===== src/rtl/core/gmc_pkg.sv =====
// Package: sizes, types, codes and helper functions for the grid minimum counter.
`timescale 1ns / 1ps

package gmc_pkg;

  localparam int MAX_COLS   = 128;
  localparam int MAX_ROWS   = 4096;
  localparam int VALUE_BITS = 4;

  localparam int COL_W       = $clog2(MAX_COLS);
  localparam int COLS_W      = $clog2(MAX_COLS + 1);
  localparam int ROW_W       = $clog2(MAX_ROWS);
  localparam int ROWS_W      = $clog2(MAX_ROWS + 1);
  localparam int LEN_W       = 8;
  localparam int RCNT_W      = 13;
  localparam int CFG_DATA_W  = 13;
  localparam int CFG_INDEX_W = 1;
  localparam int COUNT_W     = 20;
  localparam int SUM_W       = 24;
  localparam int INC_W       = VALUE_BITS + 2;

  localparam logic [LEN_W-1:0]  ROW_LENGTH_RESET = LEN_W'(100);
  localparam logic [RCNT_W-1:0] ROW_COUNT_RESET  = RCNT_W'(100);

  typedef logic [VALUE_BITS-1:0] height_t;
  typedef logic [COL_W-1:0]      col_idx_t;
  typedef logic [COLS_W-1:0]     cols_t;
  typedef logic [ROW_W-1:0]      row_idx_t;
  typedef logic [ROWS_W-1:0]     rows_t;
  typedef logic [COUNT_W-1:0]    count_t;
  typedef logic [SUM_W-1:0]      sum_t;
  typedef logic [INC_W-1:0]      inc_t;

  typedef enum logic [CFG_INDEX_W-1:0] {
    CFG_ROW_LENGTH = 1'b0,
    CFG_ROW_COUNT  = 1'b1
  } cfg_index_t;

  typedef enum logic {
    ST_RUN,
    ST_SWEEP
  } state_t;

  // one line buffer entry: row r-2 above row r-1
  typedef struct packed {
    height_t upper;
    height_t middle;
  } line_word_t;

  // one window column: rows r-2, r-1, r
  typedef struct packed {
    height_t top;
    height_t mid;
    height_t bot;
  } column_t;

  // judge controls; A is centered on the middle cell, B on the newest column
  typedef struct packed {
    logic a_en;
    logic a_top;
    logic a_bot;
    logic a_left;
    logic a_right;
    logic b_en;
    logic b_top;
    logic b_left;
    logic last_step;
  } judge_ctrl_t;

  function automatic logic is_local_min(column_t lc, column_t cc, column_t rc,
                                        logic top, logic bot, logic left, logic right);
    height_t ctr;
    logic    ok;
    ctr = cc.mid;
    ok  = 1'b1;
    if (top && (cc.top < ctr)) ok = 1'b0;
    if (bot && (cc.bot < ctr)) ok = 1'b0;
    if (left) begin
      if (top && (lc.top < ctr)) ok = 1'b0;
      if (lc.mid < ctr) ok = 1'b0;
      if (bot && (lc.bot < ctr)) ok = 1'b0;
    end
    if (right) begin
      if (top && (rc.top < ctr)) ok = 1'b0;
      if (rc.mid < ctr) ok = 1'b0;
      if (bot && (rc.bot < ctr)) ok = 1'b0;
    end
    return ok;
  endfunction

  function automatic count_t count_add(count_t a, logic [1:0] inc);
    logic [COUNT_W:0] s;
    s = {1'b0, a} + (COUNT_W + 1)'(inc);
    return s[COUNT_W] ? '1 : s[COUNT_W-1:0];
  endfunction

  function automatic sum_t sum_add(sum_t a, inc_t inc);
    logic [SUM_W:0] s;
    s = {1'b0, a} + (SUM_W + 1)'(inc);
    return s[SUM_W] ? '1 : s[SUM_W-1:0];
  endfunction

endpackage


===== src/rtl/core/gmc_in_if.sv =====
// Interface: input channel carrying one cell height per beat.
`timescale 1ns / 1ps

interface gmc_in_if;
  logic              valid;
  logic              ready;
  gmc_pkg::height_t  cell_height;

  modport source (output valid, output cell_height, input ready);
  modport sink   (input valid, input cell_height, output ready);
endinterface


===== src/rtl/core/gmc_out_if.sv =====
// Interface: result channel carrying the minima count and risk sum.
`timescale 1ns / 1ps

interface gmc_out_if;
  logic             valid;
  logic             ready;
  gmc_pkg::count_t  minima_count;
  gmc_pkg::sum_t    risk_sum;

  modport source (output valid, output minima_count, output risk_sum, input ready);
  modport sink   (input valid, input minima_count, input risk_sum, output ready);
endinterface


===== src/rtl/core/gmc_line_mem.sv =====
// Line buffer memory: rows r-2 and r-1 per column, registered read.
`timescale 1ns / 1ps

module gmc_line_mem (
  input  logic                 clk,
  input  gmc_pkg::col_idx_t    rd_addr,
  output gmc_pkg::line_word_t  rd_data,
  input  logic                 wr_en,
  input  gmc_pkg::col_idx_t    wr_addr,
  input  gmc_pkg::line_word_t  wr_data
);

  gmc_pkg::line_word_t mem [gmc_pkg::MAX_COLS];

  always_ff @(posedge clk) begin
    if (wr_en) begin
      mem[wr_addr] <= wr_data;
    end
    rd_data <= mem[rd_addr];
  end

endmodule


===== src/rtl/core/gmc_cell.sv =====
// Window cell: holds one three-row column and hands it to its left neighbor.
`timescale 1ns / 1ps

module gmc_cell (
  input  logic              clk,
  input  logic              en,
  input  gmc_pkg::column_t  col_in,
  output gmc_pkg::column_t  col_out
);

  gmc_pkg::column_t col_q;

  always_ff @(posedge clk) begin
    if (en) begin
      col_q <= col_in;
    end
  end

  assign col_out = col_q;

endmodule


===== src/rtl/core/grid_local_minimum_count_sum.sv =====
// Top level: streamed 3x3 local minimum counter with line buffers and window cells.
`timescale 1ns / 1ps

// Cells of a grid arrive on the cells channel in raster order, one height per
// beat; row_length and row_count set the grid size through the write port
// (index 0 and 1). The user must write them only while the block is idle; the
// block itself does not enforce it. One beat per cycle is taken while a grid
// streams and cells.ready is high. The line buffer is read in the accept
// cycle, the column enters the window cells in the next cycle and the two
// judges plus the running totals work in the cycle after that. On the last
// cell of a grid the final row is swept out of the line buffer, one column per
// cycle over the row length clamped to 1..128; cells.ready stays low during
// the sweep, and the result then appears on the results channel.
// The result sits in an output register; the next grid streams in while it
// waits, and only that grid's last cell is held off until the result is taken.
// Reset (rst, synchronous) clears positions, totals and the output valid and
// restores both size registers to 100. Line buffer contents are not cleared.

module grid_local_minimum_count_sum (
  input  logic                                  clk,
  input  logic                                  rst,
  input  logic                                  cfg_write,
  input  logic [gmc_pkg::CFG_INDEX_W-1:0]       cfg_index,
  input  logic [gmc_pkg::CFG_DATA_W-1:0]        cfg_data,
  gmc_in_if.sink                                cells,
  gmc_out_if.source                             results
);

  logic [gmc_pkg::LEN_W-1:0]  row_length;
  logic [gmc_pkg::RCNT_W-1:0] row_count;
  gmc_pkg::cols_t             cols_eff;
  gmc_pkg::rows_t             rows_eff;

  gmc_pkg::state_t   state;
  gmc_pkg::state_t   state_next;
  gmc_pkg::col_idx_t col_pos;
  gmc_pkg::row_idx_t row_pos;
  gmc_pkg::cols_t    sweep_k;
  logic              sweep_top;
  logic              result_busy;

  logic last_col;
  logic last_row;
  logic grid_end;
  logic cells_fire;

  // stage A (accept / line read)
  logic                  a_valid;
  logic                  a_write;
  gmc_pkg::col_idx_t     a_addr;
  gmc_pkg::height_t      a_v;
  gmc_pkg::judge_ctrl_t  a_ctrl;
  logic                  a_fwd;

  // stage B (line data, window shift)
  logic                  s1_valid;
  logic                  s1_write;
  gmc_pkg::col_idx_t     s1_addr;
  gmc_pkg::height_t      s1_v;
  gmc_pkg::judge_ctrl_t  s1_ctrl;
  logic                  s1_fwd;
  gmc_pkg::line_word_t   s1_fwd_word;
  gmc_pkg::line_word_t   rd_data;
  gmc_pkg::line_word_t   line;
  gmc_pkg::line_word_t   wr_word;
  gmc_pkg::column_t      new_col;

  // stage C (judge, accumulate)
  logic                  s2_valid;
  gmc_pkg::judge_ctrl_t  s2_ctrl;
  gmc_pkg::column_t      win [3];
  logic                  a_hit;
  logic                  b_hit;
  logic [1:0]            cnt_inc;
  gmc_pkg::inc_t         sum_inc;
  gmc_pkg::count_t       count_total;
  gmc_pkg::sum_t         sum_total;
  gmc_pkg::count_t       count_next;
  gmc_pkg::sum_t         sum_next;

  logic                  out_valid;
  gmc_pkg::count_t       out_count;
  gmc_pkg::sum_t         out_sum;

  // effective sizes, clamped to the supported range
  always_comb begin
    if (row_length == '0) begin
      cols_eff = gmc_pkg::COLS_W'(1);
    end else if (32'(row_length) > gmc_pkg::MAX_COLS) begin
      cols_eff = gmc_pkg::COLS_W'(gmc_pkg::MAX_COLS);
    end else begin
      cols_eff = gmc_pkg::COLS_W'(row_length);
    end
    if (row_count == '0) begin
      rows_eff = gmc_pkg::ROWS_W'(1);
    end else if (32'(row_count) > gmc_pkg::MAX_ROWS) begin
      rows_eff = gmc_pkg::ROWS_W'(gmc_pkg::MAX_ROWS);
    end else begin
      rows_eff = gmc_pkg::ROWS_W'(row_count);
    end
  end

  assign last_col = (gmc_pkg::COLS_W'(col_pos) + gmc_pkg::COLS_W'(1)) >= cols_eff;
  assign last_row = (gmc_pkg::ROWS_W'(row_pos) + gmc_pkg::ROWS_W'(1)) >= rows_eff;
  assign grid_end = last_col && last_row;
  assign cells_fire = cells.valid && cells.ready;

  // next state
  always_comb begin
    state_next = state;
    unique case (state)
      gmc_pkg::ST_RUN: begin
        if (cells_fire && grid_end) state_next = gmc_pkg::ST_SWEEP;
      end
      gmc_pkg::ST_SWEEP: begin
        if (sweep_k == cols_eff) state_next = gmc_pkg::ST_RUN;
      end
    endcase
  end

  // outputs of the sequencer: ready and the stage A beat
  always_comb begin
    cells.ready = 1'b0;
    a_valid     = 1'b0;
    a_write     = 1'b0;
    a_addr      = col_pos;
    a_v         = cells.cell_height;
    a_ctrl      = '0;
    unique case (state)
      gmc_pkg::ST_RUN: begin
        cells.ready      = !(grid_end && result_busy);
        a_valid          = cells_fire;
        a_write          = 1'b1;
        a_addr           = col_pos;
        a_ctrl.a_en      = (row_pos != '0) && (col_pos != '0);
        a_ctrl.a_top     = row_pos >= gmc_pkg::ROW_W'(2);
        a_ctrl.a_bot     = 1'b1;
        a_ctrl.a_left    = col_pos >= gmc_pkg::COL_W'(2);
        a_ctrl.a_right   = 1'b1;
        a_ctrl.b_en      = last_col && (row_pos != '0);
        a_ctrl.b_top     = row_pos >= gmc_pkg::ROW_W'(2);
        a_ctrl.b_left    = col_pos != '0;
      end
      gmc_pkg::ST_SWEEP: begin
        a_valid          = 1'b1;
        a_write          = 1'b0;
        a_addr           = sweep_k[gmc_pkg::COL_W-1:0];
        a_v              = '0;
        a_ctrl.a_en      = sweep_k != '0;
        a_ctrl.a_top     = sweep_top;
        a_ctrl.a_bot     = 1'b0;
        a_ctrl.a_left    = sweep_k >= gmc_pkg::COLS_W'(2);
        a_ctrl.a_right   = sweep_k < cols_eff;
        a_ctrl.last_step = sweep_k == cols_eff;
      end
    endcase
  end

  // read of a column still being written in stage B
  assign a_fwd = s1_valid && s1_write && (s1_addr == a_addr);

  always_ff @(posedge clk) begin
    if (rst) begin
      state       <= gmc_pkg::ST_RUN;
      col_pos     <= '0;
      row_pos     <= '0;
      sweep_k     <= '0;
      sweep_top   <= 1'b0;
      result_busy <= 1'b0;
      row_length  <= gmc_pkg::ROW_LENGTH_RESET;
      row_count   <= gmc_pkg::ROW_COUNT_RESET;
    end else begin
      state <= state_next;
      if (cfg_write) begin
        unique case (gmc_pkg::cfg_index_t'(cfg_index))
          gmc_pkg::CFG_ROW_LENGTH: row_length <= cfg_data[gmc_pkg::LEN_W-1:0];
          gmc_pkg::CFG_ROW_COUNT:  row_count  <= cfg_data[gmc_pkg::RCNT_W-1:0];
        endcase
      end
      if (cells_fire) begin
        if (grid_end) begin
          col_pos     <= '0;
          row_pos     <= '0;
          sweep_k     <= '0;
          sweep_top   <= row_pos != '0;
          result_busy <= 1'b1;
        end else if (last_col) begin
          col_pos <= '0;
          row_pos <= row_pos + gmc_pkg::ROW_W'(1);
        end else begin
          col_pos <= col_pos + gmc_pkg::COL_W'(1);
        end
      end
      if (state == gmc_pkg::ST_SWEEP) begin
        sweep_k <= sweep_k + gmc_pkg::COLS_W'(1);
      end
      if (results.valid && results.ready) begin
        result_busy <= 1'b0;
      end
    end
  end

  gmc_line_mem u_line_mem (
    .clk     (clk),
    .rd_addr (a_addr),
    .rd_data (rd_data),
    .wr_en   (s1_valid && s1_write),
    .wr_addr (s1_addr),
    .wr_data (wr_word)
  );

  // stage A -> B
  always_ff @(posedge clk) begin
    if (rst) begin
      s1_valid <= 1'b0;
    end else begin
      s1_valid <= a_valid;
    end
    s1_write    <= a_write;
    s1_addr     <= a_addr;
    s1_v        <= a_v;
    s1_ctrl     <= a_ctrl;
    s1_fwd      <= a_fwd;
    s1_fwd_word <= wr_word;
  end

  always_comb begin
    line           = s1_fwd ? s1_fwd_word : rd_data;
    wr_word.upper  = line.middle;
    wr_word.middle = s1_v;
    new_col.top    = line.upper;
    new_col.mid    = line.middle;
    new_col.bot    = s1_v;
  end

  // window: win[2] newest column, win[0] oldest
  gmc_cell u_cell2 (.clk(clk), .en(s1_valid), .col_in(new_col), .col_out(win[2]));
  gmc_cell u_cell1 (.clk(clk), .en(s1_valid), .col_in(win[2]),  .col_out(win[1]));
  gmc_cell u_cell0 (.clk(clk), .en(s1_valid), .col_in(win[1]),  .col_out(win[0]));

  // stage B -> C
  always_ff @(posedge clk) begin
    if (rst) begin
      s2_valid <= 1'b0;
    end else begin
      s2_valid <= s1_valid;
    end
    s2_ctrl <= s1_ctrl;
  end

  always_comb begin
    a_hit = s2_ctrl.a_en && gmc_pkg::is_local_min(win[0], win[1], win[2], s2_ctrl.a_top,
                                                  s2_ctrl.a_bot, s2_ctrl.a_left,
                                                  s2_ctrl.a_right);
    b_hit = s2_ctrl.b_en && gmc_pkg::is_local_min(win[1], win[2], win[2], s2_ctrl.b_top,
                                                  1'b1, s2_ctrl.b_left, 1'b0);
    cnt_inc = {1'b0, a_hit} + {1'b0, b_hit};
    sum_inc = (a_hit ? gmc_pkg::INC_W'(win[1].mid) + gmc_pkg::INC_W'(1) : '0)
            + (b_hit ? gmc_pkg::INC_W'(win[2].mid) + gmc_pkg::INC_W'(1) : '0);
    count_next = gmc_pkg::count_add(count_total, cnt_inc);
    sum_next   = gmc_pkg::sum_add(sum_total, sum_inc);
  end

  always_ff @(posedge clk) begin
    if (rst) begin
      count_total <= '0;
      sum_total   <= '0;
      out_valid   <= 1'b0;
    end else begin
      if (s2_valid) begin
        if (s2_ctrl.last_step) begin
          count_total <= '0;
          sum_total   <= '0;
        end else begin
          count_total <= count_next;
          sum_total   <= sum_next;
        end
      end
      if (s2_valid && s2_ctrl.last_step) begin
        out_valid <= 1'b1;
      end else if (results.ready) begin
        out_valid <= 1'b0;
      end
    end
    if (s2_valid && s2_ctrl.last_step) begin
      out_count <= count_next;
      out_sum   <= sum_next;
    end
  end

  assign results.valid        = out_valid;
  assign results.minima_count = out_count;
  assign results.risk_sum     = out_sum;

endmodule


===== src/flat_wrapper.sv =====
// flat-port wrapper written by rule: the top's interface ports become plain ports
module grid_local_minimum_count_sum_flat 
  (clk, rst, cfg_write, cfg_index, cfg_data, cells_valid, cells_cell_height, cells_ready, results_valid, results_minima_count, results_risk_sum, results_ready);
  gmc_in_if cells_i ();
  gmc_out_if results_i ();
  input  logic clk;
  input  logic rst;
  input  logic cfg_write;
  input  logic [gmc_pkg::CFG_INDEX_W-1:0] cfg_index;
  input  logic [gmc_pkg::CFG_DATA_W-1:0] cfg_data;
  input wire logic [$bits(cells_i.valid)-1:0] cells_valid;
  input wire logic [$bits(cells_i.cell_height)-1:0] cells_cell_height;
  output wire logic [$bits(cells_i.ready)-1:0] cells_ready;
  output wire logic [$bits(results_i.valid)-1:0] results_valid;
  output wire logic [$bits(results_i.minima_count)-1:0] results_minima_count;
  output wire logic [$bits(results_i.risk_sum)-1:0] results_risk_sum;
  input wire logic [$bits(results_i.ready)-1:0] results_ready;
  assign cells_i.valid = cells_valid;
  assign cells_i.cell_height = cells_cell_height;
  assign cells_ready = cells_i.ready;
  assign results_valid = results_i.valid;
  assign results_minima_count = results_i.minima_count;
  assign results_risk_sum = results_i.risk_sum;
  assign results_i.ready = results_ready;
  grid_local_minimum_count_sum u_core (.clk(clk), .rst(rst), .cfg_write(cfg_write), .cfg_index(cfg_index), .cfg_data(cfg_data), .cells(cells_i), .results(results_i));
endmodule

===== config.mk =====
export PLATFORM = sky130hd
export DESIGN_NAME = grid_local_minimum_count_sum_flat
export DESIGN_NICKNAME = d
export VERILOG_FILES = /design/src/rtl/core/gmc_pkg.sv /design/src/rtl/core/gmc_in_if.sv /design/src/rtl/core/gmc_out_if.sv /design/src/rtl/core/gmc_line_mem.sv /design/src/rtl/core/gmc_cell.sv /design/src/rtl/core/grid_local_minimum_count_sum.sv /design/src/flat_wrapper.sv
export SDC_FILE = /design/constraint.sdc
export NUM_CORES = 2
export LEC_CHECK = 0
export BUFFER_PORTS_ARGS = -buffer_cell sky130_fd_sc_hd__buf_2
export CORE_MARGIN = 5
export CORE_UTILIZATION = 50
export DETAILED_ROUTE_END_ITERATION = 10
export PLACE_DENSITY = 0.7
export SLEW_MARGIN = 25
export SYNTH_ARGS = -nofsm -noshare
export SYNTH_HDL_FRONTEND = slang
export SYNTH_HIERARCHICAL = 1
export SYNTH_SLANG_ARGS = --single-unit

===== constraint.sdc =====
create_clock -name clk -period 5.4 [get_ports clk]
set_input_delay 0.27 -clock clk [delete_from_list [all_inputs] [get_ports clk]]
set_output_delay 0.27 -clock clk [all_outputs]
set_load 0.01 [all_outputs]

# Word-level counts from Yosys, hierarchy flattened
# Memories as Yosys holds them, arrays and structs flattened. A register that Yosys moved wholly into a read port is not among the register bits.
# Cells that the tools add are included.
# word_totals
register_bits	217
latch_bits	0
ramBits	1024
romBits	0
output_inout_bits	46
elab_cells	167
mem_count	1
# mem_list
name	depth	width	read_ports	rd_clocked_by_memory_dff	wr	line_no	rtl
u_core.u_line_mem.mem	128	8	1	1	1	gmc_line_mem.sv:13	gmc_pkg::line_word_t mem [gmc_pkg::MAX_COLS];
# op_classes
n_addsub	11
n_mul	0
div_mod_pow	0
n_lt_le_gt_ge	21
eq_ne	2
shifts	0
muxes	46
bitwise_logic	2
n_reduce_logical	36
# ops
op	count
$lt A4 B4 Y1	13
$mux W24	2
$mux W8	6
$mux W20	2
$mux W13	2
$add A24 B6 Y25	1
$mux W12	2
$mux W1	23
$add A20 B2 Y21	1
$logic_and A1 B1 Y1	20
$mux W7	2
$pmux W7 S2	1
$add A12 B1 Y13 const B	1
$ge A13 B13 Y1	1
$gt A13 B13 Y1 const B	1
$logic_not A13 Y1	1
$add A12 B1 Y12 const B	1
$ge A12 B2 Y1 const B	1
$mux W6	2
$reduce_bool A12 Y1	1
$add A4 B1 Y5 const B	2
$pmux W5 S2	1
$reduce_and A2 Y1	5
$add A7 B1 Y8 const B	1
other kinds (19)	25

# Longest topological paths before layout
# depth
word_depth	18
depth_mapped	19

# Hierarchy
# The synthesis kept the hierarchy.
# modules_own_cells
mod	n_inst	cells_each	area_each_um2
gmc_line_mem	1	1635	39665.5
grid_local_minimum_count_sum	1	1118	10028.4
gmc_cell	3	12	360.3

# Worst setup path after synthesis
# OpenSTA, ideal clock, no wires.
# synth_timing
path_type	flip-flop to flip-flop
start	register u_core.u_cell2.col_q, in the netlist u_core/u_cell2/col_out[5]
end	register u_core.out_sum[18] (netlist: u_core/results.risk_sum[18]) (data pin)
setup_ns	0.260
arrival_time_ns	4.161
t_required_ns	5.140
setup_slack_ns	0.979
path_stages_with_launch	18
path_buffers	1
cell_sequence	edfxtp_1 inv_1 ha_1 nor2b_1 o21ai_0 nand2b_1 a21oi_1 o2111ai_1 nor4_1 fa_1 ha_1 a21o_1 a21o_1 a211oi_2 or4_1 buf_2 nand2_1 mux2_2
# synth_between
elab_chain_len	13
# synth_lines
element	line_no	rtl
start, declared	gmc_cell.sv:11	gmc_pkg::column_t col_q;
start signal, assigned	gmc_cell.sv:15	col_q <= col_in;
$lt A4 B4 Y1	gmc_pkg.sv:76	if (top && (cc.top < ctr)) ok = 1'b0;
$logic_and A1 B1 Y1	gmc_pkg.sv:76	
$mux W1	gmc_pkg.sv:76	
$mux W1	gmc_pkg.sv:77	if (bot && (cc.bot < ctr)) ok = 1'b0;
$mux W1	gmc_pkg.sv:79	if (top && (lc.top < ctr)) ok = 1'b0;
$mux W1	gmc_pkg.sv:80	if (lc.mid < ctr) ok = 1'b0;
$mux W1	gmc_pkg.sv:81	if (bot && (lc.bot < ctr)) ok = 1'b0;
$mux W1	gmc_pkg.sv:78	if (left) begin
$logic_and A1 B1 Y1	grid_local_minimum_count_sum.sv:255	b_hit = s2_ctrl.b_en && gmc_pkg::is_local_min(win[1], win[2], win[2], s2_ctrl.b_top,
$mux W6	grid_local_minimum_count_sum.sv:259	+ (b_hit ? gmc_pkg::INC_W'(win[2].mid) + gmc_pkg::INC_W'(1) : '0);
$add A6 B6 Y6 (*)	grid_local_minimum_count_sum.sv:259	
$add A24 B6 Y25 (*)	gmc_pkg.sv:99	s = {1'b0, a} + (SUM_W + 1)'(inc);
$mux W24 (*)	gmc_pkg.sv:100	return s[SUM_W] ? '1 : s[SUM_W-1:0];
named net u_core.sum_next[18]	grid_local_minimum_count_sum.sv:79	gmc_pkg::sum_t sum_next;
end signal, assigned	grid_local_minimum_count_sum.sv:287	out_sum <= sum_next;
end, declared	grid_local_minimum_count_sum.sv:83	gmc_pkg::sum_t out_sum;
# The timed path passes the listed nets; every way through them passes the cells marked *.
# A chain may end at the register's enable or synchronous reset.

# Worst setup path in the final report
# layout_timing
start	register u_core.u_cell2.col_q, in the netlist u_core/u_cell2/col_out[5]
end	register u_core.out_sum[13] (netlist: u_core/results.risk_sum[13]) (data pin)
# Same word-level chain as after synthesis.

==> impl_metrics.json <==
{
  "status": "complete, no violations",
  "syn_inst": 2789,
  "hold_viol": 0,
  "grt.busiest_layer": "met2",
  "clk-insertion-delay-late_ns": 0.70,
  "clock_path_buffers": 3,
  "maxCapViolations": 0,
  "coreArea_mm2": 0.1004,
  "startpoint_type": "flip-flop",
  "final_common_cell": "edfxtp_1",
  "fin_crit_sh": 0.9227,
  "nets": 3021,
  "multi_input_area_mm2": 0.01403,
  "grt_setup_unrepaired": "no",
  "ctsRootBufferMaster": "clkbuf_16",
  "dpl_cell_area_mm2": 0.05276,
  "peakVddDrop_mv": 0.2474,
  "cts_made_buffers": 120,
  "max_freq_ghz": 0.2007,
  "r2r-end": "u_core/results.risk_sum[13]",
  "leakage_nw": 18.09,
  "final_core_util": 0.5655,
  "yosys_warnings": 6,
  "vias": 26690,
  "use_met3": 0.03218,
  "met1_usage": 0.2976,
  "tightest_slew_ns": 1.067,
  "ys_seq_elements": 1248,
  "ys.flop_type": "edfxtp_1",
  "hold_class": "in -> reg",
  "report.power.total_mw": 20.31,
  "use_met2": 0.3448,
  "wirelength_um": 112200,
  "rrSetupSlack_ns": 0.42,
  "hold_depth": 4,
  "clk_pin_slew_ns": 0.06,
  "max-slew-margin-rel": 0.2859,
  "place_congestion": 0.8524,
  "fp.dieH_um": 328.7,
  "hold_end": "u_core/row_length[4]",
  "grt_pass1_wl_um": 171100,
  "drc_errors": 0,
  "cp_max_fo": 12,
  "r2r_cells": 17,
  "period_needed_ns": 4.983,
  "syn_area_mm2": 0.05077,
  "cts_tree": "done",
  "layoutNonFillerInstCount": 4365,
  "setup_viol": 0,
  "die_x_um": 328.7,
  "synth_cell_type_count": 74,
  "power.density_mw_per_mm2": 357.6,
  "post-cts-setup-buffer-count": 0,
  "wl_per_cell_um": 25.70,
  "dieArea_mm2": 0.1080,
  "end_kind": "flip-flop",
  "htree_num_levels": 3,
  "diodes": 0,
  "io_pins": 69,
  "grt_max_degree": 127,
  "drtIter0Drc": 2826,
  "avgSynthCellArea_um2": 18.21,
  "regArea_mm2": 0.03605,
  "crit_type": "reg -> reg",
  "arrival_ns": 5.41,
  "overflow": 0,
  "cts.sinks": 1248,
  "placed_cells": 4124,
  "crit_required_ns": 5.82,
  "track_usage": 0.2084,
  "ys_seq_area_frac": 0.7097,
  "io_buffer_count": 68,
  "antenna_found_initial": 0,
  "syn_to_final_growth_pct": 11.85,
  "final_cell_mix": "edfxtp_1 (1,104), mux4_2 (336), nand2_1 (187), nor2_1 (175), dfxtp_1 (139)",
  "skew_ns": 0.02735,
  "firstDrtPassIters": 7,
  "final_layout_size_suffix_gt1_frac": 0.2304,
  "async_reset_ff_frac": 0,
  "ant_nets": 0,
  "fillCellCount": 7459,
  "hold_start": "cfg_write",
  "synth_edf_count": 1104,
  "fin_setup_tns_ns": 0,
  "syn-num-nets": 2902,
  "hpwl_um": 68570,
  "row_count": 116,
  "post-route-cell-area_mm2": 0.05679,
  "slew_violations": 0,
  "r2r-start": "u_core/u_cell2/col_out[5]",
  "viasPerCell": 6.115,
  "grt_pass1_vias": 26830,
  "start_util": 0.5055
}
how the worst max path moves through the flow:
stage | start | end | slack [ns] | cells after the start
2_1_floorplan | u_core/u_cell2/col_out[5] | u_core/results.risk_sum[18] | 0.98 | 17
3_3_place_gp | u_core/u_cell2/col_out[5] | u_core/results.risk_sum[15] | 0.43 | 17
3_5_place_dp | u_core/u_cell2/col_out[5] | u_core/results.risk_sum[15] | 0.40 | 17
4_1_cts | u_core/u_cell2/col_out[5] | u_core/results.risk_sum[23] | 0.31 | 18
5_1_grt | u_core/u_cell2/col_out[5] | u_core/results.risk_sum[15] | 0.15 | 17
6_report | u_core/u_cell2/col_out[5] | u_core/results.risk_sum[13] | 0.42 | 17
cells in the mapped netlist, types with 5 or more instances:
cell      number  area [um2]
a31oi_1       11       68.82
a21o_1        30       225.2
o211ai_1       5       37.54
nand2b_1      25       156.4
or4_1          7       52.55
nor2_1       175       656.9
or3_1         12       75.07
buf_4         11       82.58
mux4_2       336        7567
nand4_1       26       162.7
xnor2_1       27       236.5
clkbuf_1      80       300.3
ha_1          83        1039
a22o_1        15       131.4
o21ai_0       61       305.3
nand3_1       48       240.2
buf_2         20       100.1
fa_1           7       140.1
xor2_1        19       166.4
nor4_1        13       81.33
buf_1         20       75.07
o21a_1         7       52.55
nand2_1      187       701.9
and2_1        12       75.07
dfxtp_1      144        2883
o22ai_1        5       31.28
nor3_1        36       180.2
edfxtp_1    1104       33150
nor2b_1       21       131.4
mux2_2        24       270.3
a31o_2         5       43.79
buf_6          5       56.30
and3_1        19       118.9
a21oi_1       62       310.3
inv_1         48       180.2
o31ai_1       11       82.58
timing repair:
action                                 CTS  global route
endpoints found under the hold margin   27             0
hold buffers                            19             0
resized for setup                        0             1
setup endpoints to repair                0             7
state kept, by name (all words and copies together) (netlist names), 8 cells and up:
name                         count
u_core/row_length                8
u_core/results.risk_sum         24
u_core/count_total              20
u_core/s1_fwd_word               8
u_core/u_cell1/col_out          12
u_core/row_pos                  12
u_core/s1_ctrl                   9
u_core/s2_ctrl                   9
u_core/row_count                13
u_core/sum_total                24
u_core/results.minima_count     20
u_core/sweep_k                   8
u_core/u_cell0/col_out          12
u_core/u_line_mem/mem         1024
u_core/u_line_mem/rd_data        8
u_core/u_cell2/col_out          12
metrics by stage:
step	worst slack, ns	hold slack [ns]
finish	0.4173	0.1108
global route	0.1469	0.1294
CTS	0.3101	0.05355
detailed placement	0.3983	0.3132
global placement	0.4343	0.3188
floorplan	0.9791	0.3096
layout make-up:
type,instances,area share
Clock inverter,72,0.01088
Sequential cell,1248,0.6348
Clock buffer,150,0.05677
Inverter,48,0.003173
Timing Repair Buffer,134,0.01745
Tap cell,1357,0.02990
Multi-Input combinational cell,1356,0.2470
kinds of logic after synthesis:
logic type / Yosys count / share of synthesized area
flops: 1248 / 0.7097
simple gates: 607 / 0.05638
mux: 362 / 0.1548
compound gates: 251 / 0.03211
buf+inv: 185 / 0.01592
fa+ha+maj: 90 / 0.02321
xor+xnor: 46 / 0.007935
critical path: stages, from the launching register on:
cell	delay, ns
edfxtp_1	0.44
inv_1	0.20
ha_1	0.27
nor2b_1	0.13
o21ai_0	0.16
nand2b_1	0.09
a21oi_1	0.19
o2111ai_1	0.28
nor4b_1	0.46
fa_1	0.48
ha_1	0.23
fa_1	0.46
a21o_1	0.20
a21oi_1	0.26
o21bai_2	0.24
buf_4	0.23
a31o_2	0.25
a21o_1	0.15
per-layer routing:
layer | share of wire | vias up
met4 | 0.021 | 0
met1 | 0.41 | 14010
met2 | 0.49 | 1074
met5 | 0 | -
met3 | 0.073 | 169
li1 | - | 11440
report_power, final:
| group | internal (mW) | total, mW | leakage [nW] | switching (mW) |
|---|---|---|---|---|
| logic | 0.509 | 1.30 | 5.16 | 0.788 |
| clock network | 4.65 | 8.15 | 1.89 | 3.50 |
| registers | 10.8 | 10.9 | 11.0 | 0.0967 |
| total | 15.9 | 20.3 | 18.1 | 4.39 |
Note: power is estimated with default switching activity, not from simulation.
